### config.mk
export PLATFORM = sky130hd
export DESIGN_NAME = chip_select_lease_table
export DESIGN_NICKNAME = d
export VERILOG_FILES = /design/src/rtl/core/csl_pkg.sv /design/src/rtl/core/chip_select_lease_table.sv /design/src/rtl/core/csl_table.sv
export SDC_FILE = /design/constraint.sdc
export NUM_CORES = 1
export LEC_CHECK = 0
export BUFFER_PORTS_ARGS = -buffer_cell sky130_fd_sc_hd__buf_2
export CAP_MARGIN = 15
export CORE_MARGIN = 8
export CORE_UTILIZATION = 45
export DETAILED_ROUTE_END_ITERATION = 12
export PLACE_DENSITY_LB_ADDON = 0.25
export SLEW_MARGIN = 20
export SYNTH_ARGS = -nofsm -noshare
export SYNTH_HDL_FRONTEND = slang
export SYNTH_HIERARCHICAL = 1
export SYNTH_SLANG_ARGS = --single-unit
### constraint.sdc
create_clock -name clk -period 3 [get_ports clk]
set_clock_uncertainty 0.2 [all_clocks]
set_input_delay 0.6 -clock clk [delete_from_list [all_inputs] [get_ports clk]]
set_output_delay 0.6 -clock clk [all_outputs]
set_load 0.01 [all_outputs]
### src/rtl/core/csl_pkg.sv
`timescale 1ns / 1ps
// ----------------------------------------------------------------------------
// csl_pkg
// Shared types and constants for the chip-select lease table.
// ----------------------------------------------------------------------------
package csl_pkg;

	localparam int MaxLeases = 4;
	localparam int PinW      = 8;

	typedef enum logic [1:0] {
		CMD_ACQUIRE     = 2'd0,
		CMD_RELEASE     = 2'd1,
		CMD_QUERY       = 2'd2,
		CMD_RELEASE_ALL = 2'd3
	} cmd_t;

	typedef logic [MaxLeases-1:0] slot_vec_t;

	// one request word presented to the table for a single cycle
	typedef struct packed {
		logic            valid;
		cmd_t            cmd;
		logic [PinW-1:0] pin;
	} req_t;

endpackage

### src/rtl/core/chip_select_lease_table.sv
`timescale 1ns / 1ps
// ----------------------------------------------------------------------------
// chip_select_lease_table
// Table of chip-select pin leases: acquire, release, query, release all.
// ----------------------------------------------------------------------------
// One request word is taken per cycle while in_stall is low, and each gives one
// result word. A request is held in the input register, where it is matched
// against all slots at once and the table is updated as it moves on; the result
// is then held in the output register until the receiver takes it. The next
// request sees the table as left by the one before it. All leases are free
// after reset.
module chip_select_lease_table (
	input  logic                     clk,
	input  logic                     arst_n,
	input  logic                     in_valid,
	output logic                     in_stall,
	input  logic [1:0]               cmd,
	input  logic [csl_pkg::PinW-1:0] pin,
	output logic                     out_valid,
	input  logic                     out_stall,
	output logic                     ok
);

	logic                     valid_s1;
	csl_pkg::cmd_t            cmd_s1;
	logic [csl_pkg::PinW-1:0] pin_s1;
	logic                     valid_s2;
	logic                     ok_s2;
	logic                     adv;
	logic                     tbl_ok;
	csl_pkg::req_t            req;

	// s1 word moves to the output register when that register is free or draining
	assign adv      = valid_s1 && (!valid_s2 || !out_stall);
	assign in_stall = valid_s1 && !adv;

	assign req.valid = adv;
	assign req.cmd   = cmd_s1;
	assign req.pin   = pin_s1;

	csl_table u_table (
		.clk    (clk),
		.arst_n (arst_n),
		.req    (req),
		.ok     (tbl_ok)
	);

	always_ff @(posedge clk or negedge arst_n) begin
		if (!arst_n) begin
			valid_s1 <= 1'b0;
		end else if (!in_stall) begin
			valid_s1 <= in_valid;
		end
	end

	always_ff @(posedge clk) begin
		if (in_valid && !in_stall) begin
			cmd_s1 <= csl_pkg::cmd_t'(cmd);
			pin_s1 <= pin;
		end
	end

	always_ff @(posedge clk or negedge arst_n) begin
		if (!arst_n) begin
			valid_s2 <= 1'b0;
		end else if (!valid_s2 || !out_stall) begin
			valid_s2 <= valid_s1;
		end
	end

	always_ff @(posedge clk) begin
		if (adv) begin
			ok_s2 <= tbl_ok;
		end
	end

	assign out_valid = valid_s2;
	assign ok        = ok_s2;

	a_stall_needs_word: assert property (@(posedge clk) disable iff (!arst_n)
		in_stall |-> valid_s1)
		else $error("input stalled with empty input register");

	a_adv_fills_out: assert property (@(posedge clk) disable iff (!arst_n)
		adv |=> valid_s2)
		else $error("advanced word did not reach output register");

	a_release_all_nak: assert property (@(posedge clk) disable iff (!arst_n)
		(adv && cmd_s1 == csl_pkg::CMD_RELEASE_ALL) |=> !ok_s2)
		else $error("release all reported ok");

endmodule

### src/rtl/core/csl_table.sv
`timescale 1ns / 1ps
// ----------------------------------------------------------------------------
// csl_table
// Lease storage with parallel pin match, lowest-free-slot pick and update.
// ----------------------------------------------------------------------------
module csl_table (
	input  logic          clk,
	input  logic          arst_n,
	input  csl_pkg::req_t req,
	output logic          ok
);

	logic [csl_pkg::PinW-1:0] lease_pin_q [csl_pkg::MaxLeases];
	csl_pkg::slot_vec_t       lease_active_q;
	csl_pkg::slot_vec_t       active_d;
	csl_pkg::slot_vec_t       hit;
	csl_pkg::slot_vec_t       held_oh;
	csl_pkg::slot_vec_t       free_oh;
	csl_pkg::slot_vec_t       pin_wr;

	always_comb begin
		for (int i = 0; i < csl_pkg::MaxLeases; i++) begin
			hit[i] = lease_active_q[i] && (lease_pin_q[i] == req.pin);
		end
	end

	// isolate lowest set bit of hit and lowest clear bit of the active marks
	assign held_oh = hit & (~hit + csl_pkg::slot_vec_t'(1));
	assign free_oh = ~lease_active_q & (lease_active_q + csl_pkg::slot_vec_t'(1));

	always_comb begin
		ok       = 1'b0;
		active_d = lease_active_q;
		pin_wr   = '0;
		unique case (req.cmd)
			csl_pkg::CMD_ACQUIRE: begin
				ok = ~|hit && |free_oh;
				if (ok) begin
					active_d = lease_active_q | free_oh;
					pin_wr   = free_oh;
				end
			end
			csl_pkg::CMD_RELEASE: begin
				ok       = |hit;
				active_d = lease_active_q & ~held_oh;
			end
			csl_pkg::CMD_QUERY: begin
				ok = |hit;
			end
			csl_pkg::CMD_RELEASE_ALL: begin
				ok       = 1'b0;
				active_d = '0;
			end
			default: begin
				ok = 1'b0;
			end
		endcase
	end

	always_ff @(posedge clk or negedge arst_n) begin
		if (!arst_n) begin
			lease_active_q <= '0;
		end else if (req.valid) begin
			lease_active_q <= active_d;
		end
	end

	always_ff @(posedge clk) begin
		for (int i = 0; i < csl_pkg::MaxLeases; i++) begin
			if (req.valid && pin_wr[i]) begin
				lease_pin_q[i] <= req.pin;
			end
		end
	end

endmodule

* Word level (Yosys, flattened, before mapping)
Memory sizes are Yosys's and may differ from the RTL's.
Cells that the tools add are included.
** Storage, ports and cells
- Register bits after elaboration :: 17
- Latch bits :: 0
- Bits in writable memories :: 32
- ROM bits :: 0
- Bits of input ports :: 14
- Output and inout port bits :: 3
- Word-level logic and storage cells :: 73
- Memories :: 1
** Cells by class
- Add/subtract/negate cells :: 2
- $mul :: 0
- Div/mod/pow operators :: 0
- Magnitude comparators :: 0
- Equal/unequal tests :: 8
- Shift-type cells :: 0
- Mux-type cells :: 22
- Bitwise operators :: 7
- Reductions and logical operators :: 27
** Memory list
- u_table.lease_pin_q :: depth 4, width 8, rd ports 4, clocked after Yosys merged registers in 0, wr ports 1, line csl_table.sv:13 : logic [csl_pkg::PinW-1:0] lease_pin_q [csl_pkg::MaxLeases];
** Operators with widths (number)
- == test 8 bit :: 4
- 2-to-1 mux 8 bit :: 3
- OR reduction 8 bit :: 3
- bitwise AND 4 bit :: 3
- logical AND 1 bit :: 12
- 2-to-1 mux 4 bit :: 3
- NOT 4 bit :: 3
- one-hot mux 4 bit (3 select lines) :: 1
- 2-to-1 mux 1 bit :: 11
- adder 4 x 1 -> 4 bit, second input constant :: 2
- OR reduction 4 bit :: 2
- 2-to-1 mux 2 bit :: 3
- logical NOT 1 bit :: 5
- == test 2 bit, second input constant :: 2
- bitwise OR 4 bit :: 1
- one-hot mux 1 bit (3 select lines) :: 1
- AND reduction 3 bit :: 1
- nonzero test 3 bit :: 1
- == test 2 x 1 -> 1 bit, second input constant :: 1
- logical NOT 2 bit :: 1
- inequality test 2 x 1 -> 1 bit, second input constant :: 1
- OR reduction 2 bit :: 1
- logical OR 1 bit :: 1

* Longest topological paths before layout
- Depth in word-level cells :: 14
- Depth in mapped cells :: 7
- Gate-level depth less buffers :: 7

* Hierarchy
Netlist, hierarchy kept.
** By module, submodules not included
- csl_table :: times used 1, cells an instance 137, area an instance 1823.0 um^2, sequential area each 1061.0 um^2
- chip_select_lease_table :: times used 1, cells an instance 19, area an instance 422.9 um^2, sequential area each 380.4 um^2

* Least setup slack after synthesis
OpenSTA, ideal clock, no wires.
- Path type :: reg-to-reg
- From :: reg pin_s1[1] in the netlist's numbering
- To :: mem u_table/lease_pin_q[3][0] in the netlist's numbering (enable)
- Library setup time :: 0.383 ns
- Data arrival time :: 1.954 ns
- Data required time :: 2.417 ns
- Path slack :: 0.463 ns
- Cell stages (with the launch flop) :: 8
- Buffers on the path :: 1
- Period minus slack after synthesis :: 2.537 ns
- Cell sequence :: edfxtp_1 -> buf_2 -> xnor2_1 -> nand4_1 -> nor2_1 -> a211oi_4 -> nand2_2 -> nor3_1
** On the way
- Cells in the longest elaborated chain, start to end :: 14
- Elaborated cells on any way between the ends :: 34
- Those cells by class :: eq/ne: 4; mux: 16; reduce/logical: 14
** RTL lines
- from (decl) :: line chip_select_lease_table.sv:26 : logic [csl_pkg::PinW-1:0] pin_s1;
- from (signal assigned) :: line chip_select_lease_table.sv:59 : pin_s1 <= pin;
- == test 8 bit :: line csl_table.sv:23 : hit[i] = lease_active_q[i] && (lease_pin_q[i] == req.pin);
- logical AND 1 bit :: line csl_table.sv:23
- OR reduction 4 bit * :: line csl_table.sv:37 : ok = ~|hit && |free_oh;
- logical NOT 1 bit * :: line csl_table.sv:37
- logical AND 1 bit * :: line csl_table.sv:37
- 2-to-1 mux 4 bit * :: line csl_table.sv:38 : if (ok) begin
- 2-to-1 mux 4 bit * :: line csl_table.sv:35 : unique case (req.cmd)
- logical AND 1 bit :: line csl_table.sv:70 : if (req.valid && pin_wr[i]) begin
- 2-to-1 mux 1 bit :: line csl_table.sv:70
- 2-to-1 mux 1 bit (implied by the code) :: line csl_table.sv:71 : lease_pin_q[i] <= req.pin;
- OR reduction 8 bit (no source line)
- 2-to-1 mux 2 bit (no source line) or 2-to-1 mux 1 bit (tied branches) (3 in a row)
- to (decl) :: line csl_table.sv:13
Every way passes the cells marked *; elsewhere a longest branch is shown, timed or not.

* Worst setup path after layout
- From :: reg pin_s1[6] in the netlist's numbering
- To :: mem u_table/lease_pin_q[1][6] in the netlist's numbering (enable)
The elaborated chain is that of the path after synthesis.

==> flow_summary.yaml <==
route:
  wirelength_mm: 3.95
  ant_nets: 0
  wl_per_cell_um: 15.9
  vias: 1264
  drt_first_pass_iters: 4
  drtIter0Drc: 102
  avgViaCountPerCell: 5.10
  drc: 0
sta:
  setup_viol: 0
  fin_ws_ns: 0.399
  tightest_slew_ns: 0.600
  maxSlewViolCount: 0
  slew_headroom_pct: 59.8
  period_share_pct: 86.7
  period_minus_slack_ns: 2.60
  hold_violations: 0
  rsz0062_at_grt: "no"
  max_freq_mhz: 384
  fin_setup_tns_ns: 0
critical_path:
  cp_data_arrival_time_ns: 2.34
  cp-start-kind: "register"
  reg2reg_depth: 6
  path_class: "register to register"
  r2r_slack_ns: 0.40
  r2r_end: "u_table/lease_pin_q[1][6]"
  crit_path_max_fanout: 8
  path_cells: "xnor2_1 > nand4_1 > nor2_1 > a211oi_4 > nand2_2 > nor3b_2"
  critPathRequiredTime_ns: 2.74
  endpoint_kind: "register"
  cp_slowest_stage_delay_ns: 0.56
  r2r_start: "pin_s1[6]"
  crit_slowest_cell: "edfxtp_1"
global_routing:
  grt_pass1_wl_mm: 6.58
  antenna_found_initial: 0
  grt_pass1_vias: 1294
  grt_overflow_total: 0
  grt_usage_pct: 11.7
  grt_max_degree: 16
synthesis:
  ys_async_sr_fraction_pct: 12.2
  yosys-top-cells-count: "edfxtp_1, xnor2_1, nand2_1"
  synth.most_common_cell: "edfxtp_1"
  synth_simple_gate_area_share_pct: 11.6
  synth_top_family_by_area: "XOR/XNOR gates"
  yosys_warnings: 6
  yosysTopAreaCell: "edfxtp_1"
  synthMuxAreaShare_pct: 0.446
  synth_seq_cells: 49
  syn_area_sq_um: 2250
  netlist.area_leader.share_pct: 57.5
  netlist-cell-type-count: 37
  synthTopCellsByArea: "edfxtp_1, xnor2_1, dfrtp_1"
  ys_seq_area_share_pct: 64.2
  synth_fp_nets: 174
  synth-edff-count: 43
  synth_compound_area_share_pct: 7.69
  synth-xor-area-share_pct: 12.5
  avgSynthCellArea_sq_um: 14.4
  synthFlopType: "edfxtp_1"
  synth-adder-area-share_pct: 2.23
  syn_inst: 156
clock_tree:
  cts_setup_buffers: 0
  clk_pin_slew_ns: 0.09
  ctsHoldBuffers: 1
  cts-buffers-inserted: 5
  cts_resized: 0
  cts_tree: "built"
  cts_root_buf: "clkbuf_8"
  clock_path_buffers: 2
  clock-sinks: 49
  clock_latency_ns: 0.29
  h-tree-depth: 2
floorplanning:
  dieArea_sq_um: 7510
  rows: 25
  initial_utilization_pct: 47.2
  coreArea_sq_um: 4750
  die_w_um: 86.6
  fp.dieH_um: 86.6
  ios: 17
power:
  intPower_mw: 1.01
  leakage_nw: 0.891
  p_sw_mw: 0.337
  combPwrFrac_pct: 10.6
  ir_worst_vdd_uv: 344
  pwr-share-seq_pct: 61.5
  switching_share_pct: 25.0
  clkPwrFrac_pct: 27.9
  pwr_density_cell_nw_per_um2: 536
layout:
  diodes: 0
  post-route-util_pct: 52.9
  syn2layout_area_growth_pct: 11.9
  layout.nets: 198
  drive_above_1_share_pct: 22.7
place:
  pre_cts_ws_ns: 0.382
  io_buffers: 16
  place.gp.congestion: 0.979
  dp_hpwl_mm: 2.85
job:
  cap_violations: 0
run_status:
  outcome: "completed"
worst_hold_path:
  whs_path_depth: 1
  whs_endpoint: "pin_s1[6]"
  hp-start: "pin[6]"
  hp-class: "input port to register"
-- cells in the final DEF (no fill, tap or decap), types with 3 or more instances in the layout --
master and n:
xor2_1 7, clkbuf_8 5, xnor2_1 25, buf_2 16
nand3_1 4, a31oi_1 5, nor2_1 5, nand4_1 4
buf_4 3, edfxtp_1 43, nand2_1 11, nand2b_1 3
inv_1 4, a21o_1 3, dfrtp_1 6, ha_1 4
-- sequential cells by signal, summed over array words and instances, names as in the netlist --
register,flops
out_valid,1
u_table/lease_pin_q,32
valid_s1,1
cmd_s1,2
u_table/lease_active_q,4
pin_s1,8
ok,1
-- power groups by stage --
stage	Combinational, mW	Sequential (mW)	Clock (mW)
finish	0.143	0.828	0.375
global route	0.160	0.835	0.412
CTS	0.143	0.828	0.385
detailed placement	0.140	0.842	0
global placement	0.135	0.840	0
floorplan	0.114	0.818	0
-- area by class of cell --
| type | count | area (sq um) |
|---|---|---|
| Clock inverter | 2 | 13.8 |
| Sequential cell | 49 | 1440 |
| Inverter | 4 | 15.0 |
| Fill cell | 417 | 2240 |
| Multi-Input combinational cell | 100 | 774 |
| Clock buffer | 6 | 72.6 |
| Timing Repair Buffer | 20 | 113 |
| Tap cell | 67 | 83.8 |
-- cell families after synthesis --
kind of cell,Yosys count
flops,49
simple gates,43
xor+xnor,32
compound gates,20
buf+inv,7
fa+ha+maj,4
mux,1
-- critical path: cells and delay by family (launching register included) --
kind                      cells  cell delay (ns)
DFF                           1             0.56
AOI/OAI and AO/OA             1             0.40
and+or+nand+nor               4             0.89
xor gates and xnor gates      1             0.20
-- per-layer routing --
metal	part of all wire [%]	wire [um]	GRT usage, %
met1	46	1830	14.7
met2	48	1910	18.8
met3	4.2	166	2.36
met4	1.1	42	5.16
met5	0	0	0
-- metrics by stage --
step / std cells / cell area, sq um / power, mW / hold WS, ns
6_report: 248 / 2510 / 1.35 / 0.275
5_1_grt: 248 / 2510 / 1.41 / 0.256
4_1_cts: 248 / 2510 / 1.36 / 0.265
3_5_place_dp: 239 / 2420 / 0.982 / 0.226
3_3_place_gp: 239 / 2420 / 0.974 / 0.222
2_1_floorplan: 156 / 2250 / 0.932 / 0.104
-- worst max path at each step --
stage,slack (ns),to,from
after floorplan,0.46,u_table/lease_pin_q[3][0],pin_s1[1]
after global placement,0.45,u_table/lease_pin_q[1][3],out_stall
after detailed placement,0.38,u_table/lease_pin_q[1][4],out_stall
after CTS,0.39,u_table/lease_pin_q[1][6],pin_s1[0]
after global routing,0.16,u_table/lease_pin_q[1][6],pin_s1[6]
final,0.40,u_table/lease_pin_q[1][6],pin_s1[6]
Power figures use the tool's default switching activity.
